--- config.mk ---
export PLATFORM = sky130hd
export DESIGN_NAME = ilid_cell
export DESIGN_NICKNAME = d
export VERILOG_FILES = /design/src/rtl/ilid_pkg.sv /design/src/rtl/ilid_cell.sv
export SDC_FILE = /design/constraint.sdc
export NUM_CORES = 1
export LEC_CHECK = 0
export BUFFER_PORTS_ARGS = -buffer_cell sky130_fd_sc_hd__buf_2
export CAP_MARGIN = 20
export CORE_UTILIZATION = 38
export CTS_CLUSTER_SIZE = 24
export DETAILED_ROUTE_END_ITERATION = 8
export PLACE_DENSITY = 0.79
export SETUP_SLACK_MARGIN = 0.4
export SYNTH_ARGS = -nofsm -noshare
export SYNTH_HDL_FRONTEND = slang
export SYNTH_SLANG_ARGS = --single-unit
--- constraint.sdc ---
create_clock -name clk_i -period 2.6 [get_ports clk_i]
set_clock_uncertainty 0.15 [all_clocks]
set_input_delay 0.13 -clock clk_i [delete_from_list [all_inputs] [get_ports clk_i]]
set_output_delay 0.13 -clock clk_i [all_outputs]
set_load 0.02 [all_outputs]
--- src/rtl/ilid_pkg.sv ---
package ilid_pkg;

  localparam int CAPACITY_DEF = 64;
  localparam int DATA_W       = 32;
  localparam int POS_W        = 16;
  localparam int OP_W         = 3;
  localparam int CNT_OUT_W    = 7;
  localparam int SLOT_W       = 12;

  typedef enum logic [OP_W-1:0] {
    OP_READ     = 3'd0,
    OP_INS_HEAD = 3'd1,
    OP_INS_TAIL = 3'd2,
    OP_INS_AT   = 3'd3,
    OP_DELETE   = 3'd4
  } op_e;

  typedef enum logic [1:0] {
    ST_DONE  = 2'd0,
    ST_RANGE = 2'd1,
    ST_FULL  = 2'd2,
    ST_MISS  = 2'd3
  } status_e;

  typedef struct packed {
    logic              ins;
    logic              del;
    logic [SLOT_W-1:0] slot;
    logic [DATA_W-1:0] data;
  } cell_cmd_t;

endpackage

--- src/rtl/ilid_cell.sv ---
module ilid_cell
  import ilid_pkg::*;
#(
  parameter int IDX = 0
) (
  input  logic              clk_i,
  input  cell_cmd_t         cmd_i,
  input  logic [DATA_W-1:0] left_i,
  input  logic [DATA_W-1:0] right_i,
  output logic [DATA_W-1:0] q_o,
  output logic [DATA_W-1:0] rd_o
);

  localparam logic [SLOT_W-1:0] MyIdx = SLOT_W'(IDX);

  logic [DATA_W-1:0] q_q;
  logic [DATA_W-1:0] q_d;

  always_comb begin
    q_d = q_q;
    if (cmd_i.ins) begin
      if (MyIdx == cmd_i.slot) begin
        q_d = cmd_i.data;
      end else if (MyIdx > cmd_i.slot) begin
        q_d = left_i;
      end
    end else if (cmd_i.del) begin
      if (MyIdx >= cmd_i.slot) begin
        q_d = right_i;
      end
    end
  end

  always_ff @(posedge clk_i) begin
    q_q <= q_d;
  end

  assign q_o  = q_q;
  assign rd_o = (MyIdx == cmd_i.slot) ? q_q : '0;

endmodule

==> run summary <==
STA classifies the critical path endpoint as a flip-flop. The register with the most flip-flops in the layout has 32 of them. The number of placed cells counting well taps is 385.

The buffer depth of the longest clock path was 2. The via total after detailed routing was 1,962; the peak clock frequency supported by timing was 569.9 MHz. The leading cell type in the layout, fill and taps excluded is sky130_fd_sc_hd__buf_2.

In this run the most critical hold path is launched from cmd_i[0]. The first-pass iteration count of the detailed router came out at 4. For the worst setup path, the data required time is 2.47 ns. For this block, the initial DRC count from the detailed router was 95.

The die extent in x is 73.53 µm. The share of the Yosys chip area taken by registers is 49.42%. The total CTS buffers came out at 5. After floorplanning, the core was divided into 25 placement rows.

The effective utilization at floorplan was 40.36%. The net count after synthesis came out at 265. For this design the ratio of total power to cell area is 357.7 nW/µm². The path with the worst hold slack has its endpoint at q_o[0]$_DFFE_PP_.

The region available for standard cell placement spans 4817 µm². The fraction of post-synthesis cell area in the top cell type by area was 49.42%. In the final timing run, aggregate negative setup slack is 0 ns. The run gives 5407 µm² as the floorplan die area.

The clock slew at the register clock pins of the worst setup and hold paths was 0.06 ns; the floorplan die height was 73.53 µm. The worst setup path is launched from an input port. sky130_fd_sc_hd__edfxtp_1 takes more of the synthesized area than any other cell.

Setup repair after global routing left no endpoint under its margin. Counting instances, the worst hold path has a depth of 2. The run gives 0.001522 µW as the leakage component of the power. The run gives 0 as the number of diodes added for antenna fixing. TritonCTS built the clock tree.

At the pin with the least slew margin, the transition time is 0.8324 ns. The tools report the relative slew slack as 44.33%. The run finished with clean final reports. For the clock net sink count, the log shows 32. The tools report the final max-slew violation count as 0. The critical path is of the in2reg type. The wire length of the first global-routing pass was 8.142 mm; the area added between synthesis and finish was 57.72%. In the final layout, the share of cells above drive strength 1 is 56.97%. The final weighted congestion in routability-driven placement was 0.7992. The synthesized netlist contains 19 unique library cells. During synthesis, Yosys emitted a total of 0 warnings. In the layout the commonest cells are sky130_fd_sc_hd__buf_2, sky130_fd_sc_hd__and2_1, sky130_fd_sc_hd__edfxtp_1. In the routed design, unresolved DRC markers number 0. The wire-length estimate of the detail-placed layout is 4.268 mm. The class of the worst hold path was in2reg.

The overall track demand over capacity in global routing was 20.25%; the arrival time at the worst endpoint was 1.62 ns. The clock period could shrink to 1.755 ns. In the routed layout, each cell is associated on average with a via count of 4.856.

The per-cell routed wire length was 13.86 µm. After global routing the overflow that remains totals 0. The H-tree level count is 2, and the number of routed nets with antenna violations is 0. The final hold violation count was 0. After synthesis, the cell types taking the most area are sky130_fd_sc_hd__edfxtp_1, sky130_fd_sc_hd__a221o_1, sky130_fd_sc_hd__and2b_1.

Setup violations remaining at the end of the flow were counted as 0. The critical-path maximum fanout is 17. The number of global-route vias before repair was 1,804; the post-synthesis average cell area was 12.63 µm².

The mapped netlist covers 1944 µm². The library cell used as clock root buffer was sky130_fd_sc_hd__clkbuf_8. For the count of boundary I/O pins, the log shows 175. The net count of the finished layout is 448. Dividing the final minimum period by the clock period gives 67.49%.

The wire length after detailed routing was 5.601 mm; the total of max-cap violations was 0. The number of port buffers was 174; the worst voltage drop across the vdd grid was 0.2859 mV. Entering global routing, the biggest net connects 36 pins. The tools report the post-layout instance count excluding filler cells as 404. The synthesized design contains 32 register bits. For the number of resized instances in the post-cts repair step, the log shows 0. For the number of antenna violations at the first check in global routing, the log shows 0. The number of instances in the synthesized netlist was 154.
-- metal layers --
metal	GRT usage (%)	share of wire [%]	vias to the layer above
met4	9.615	2.8	0
met2	38.84	56	119
li1	-	-	965
met5	0	0	-
met1	20.16	34	864
met3	4.938	7.2	14
-- worst max-delay path: stages --
cell and delay, ns:
sky130_fd_sc_hd__buf_2 0.11, sky130_fd_sc_hd__nor4_2 0.33, sky130_fd_sc_hd__a31oi_2 0.38, sky130_fd_sc_hd__buf_12 0.28, sky130_fd_sc_hd__a221o_2 0.38
-- cells in the mapped netlist (all sizes together) --
cell type	n
and3	1
and2	33
edfxtp	32
inv	1
buf	7
and4	2
o21a	1
a31oi	1
nor2b	3
and2b	29
nor4	5
a221o	32
clkbuf	6
nor3	1
-- cells by family (layout without fill, tap and decap cells) --
family / after synthesis / in the layout / share of synthesized area (%)
flip-flops: 32 / 32 / 49.42
AND/OR/NAND/NOR: 74 / 74 / 27.86
buffers and inverters: 14 / 197 / 5.083
AO/OA/AOI/OAI: 34 / 34 / 17.63
-- where the power goes --
part,internal [µW],total (µW),switching (µW)
Clock,176,340,163
Combinational,121,186,65.3
Sequential,572,572,0.0569
Total,868,1100,229
-- worst max path at each step --
stage | from | to | slack [ns]
2_1_floorplan | cmd_i[40] | q_o[0]$_DFFE_PP_ | 0.67
3_3_place_gp | cmd_i[45] | q_o[31]$_DFFE_PP_ | 0.41
3_5_place_dp | cmd_i[45] | q_o[31]$_DFFE_PP_ | 0.36
4_1_cts | cmd_i[45] | q_o[31]$_DFFE_PP_ | 0.63
5_1_grt | cmd_i[45] | q_o[28]$_DFFE_PP_ | 0.69
6_report | cmd_i[35] | q_o[31]$_DFFE_PP_ | 0.85
-- through the flow --
step | instance area (µm²) | power (µW) | util [%] | setup slack, ns | hold WS (ns)
after floorplan | 1946 | 658.6 | - | 0.6694 | 0.1941
after global placement | 2853 | 751.2 | 59.22 | 0.4065 | 0.2799
after detailed placement | 2853 | 754.5 | 59.22 | 0.3617 | 0.2822
after CTS | 3009 | 1104 | 62.47 | 0.6318 | 0.0002524
after global routing | 3067 | 1148 | 63.66 | 0.6940 | 0.0001510
final | 3067 | 1097 | 63.66 | 0.8453 | 0.01000
-- layout make-up --
cell class              instances  area, µm²
flip-flops and latches         32      960.9
well taps                      67      83.83
inverters                       1      3.754
clock inverters                 2      7.507
repair buffers                189       1056
multi-input cells             108      885.9
fillers                       421       1750
clock buffers                   5      68.82
-- what timing repair did --
action | CTS | global route
setup buffers | 0 | 0
setup endpoints to repair | 0 | 0
hold buffers | 8 | 3
endpoints found under the hold margin | 5 | 3
Power figures use the tool's default switching activity.
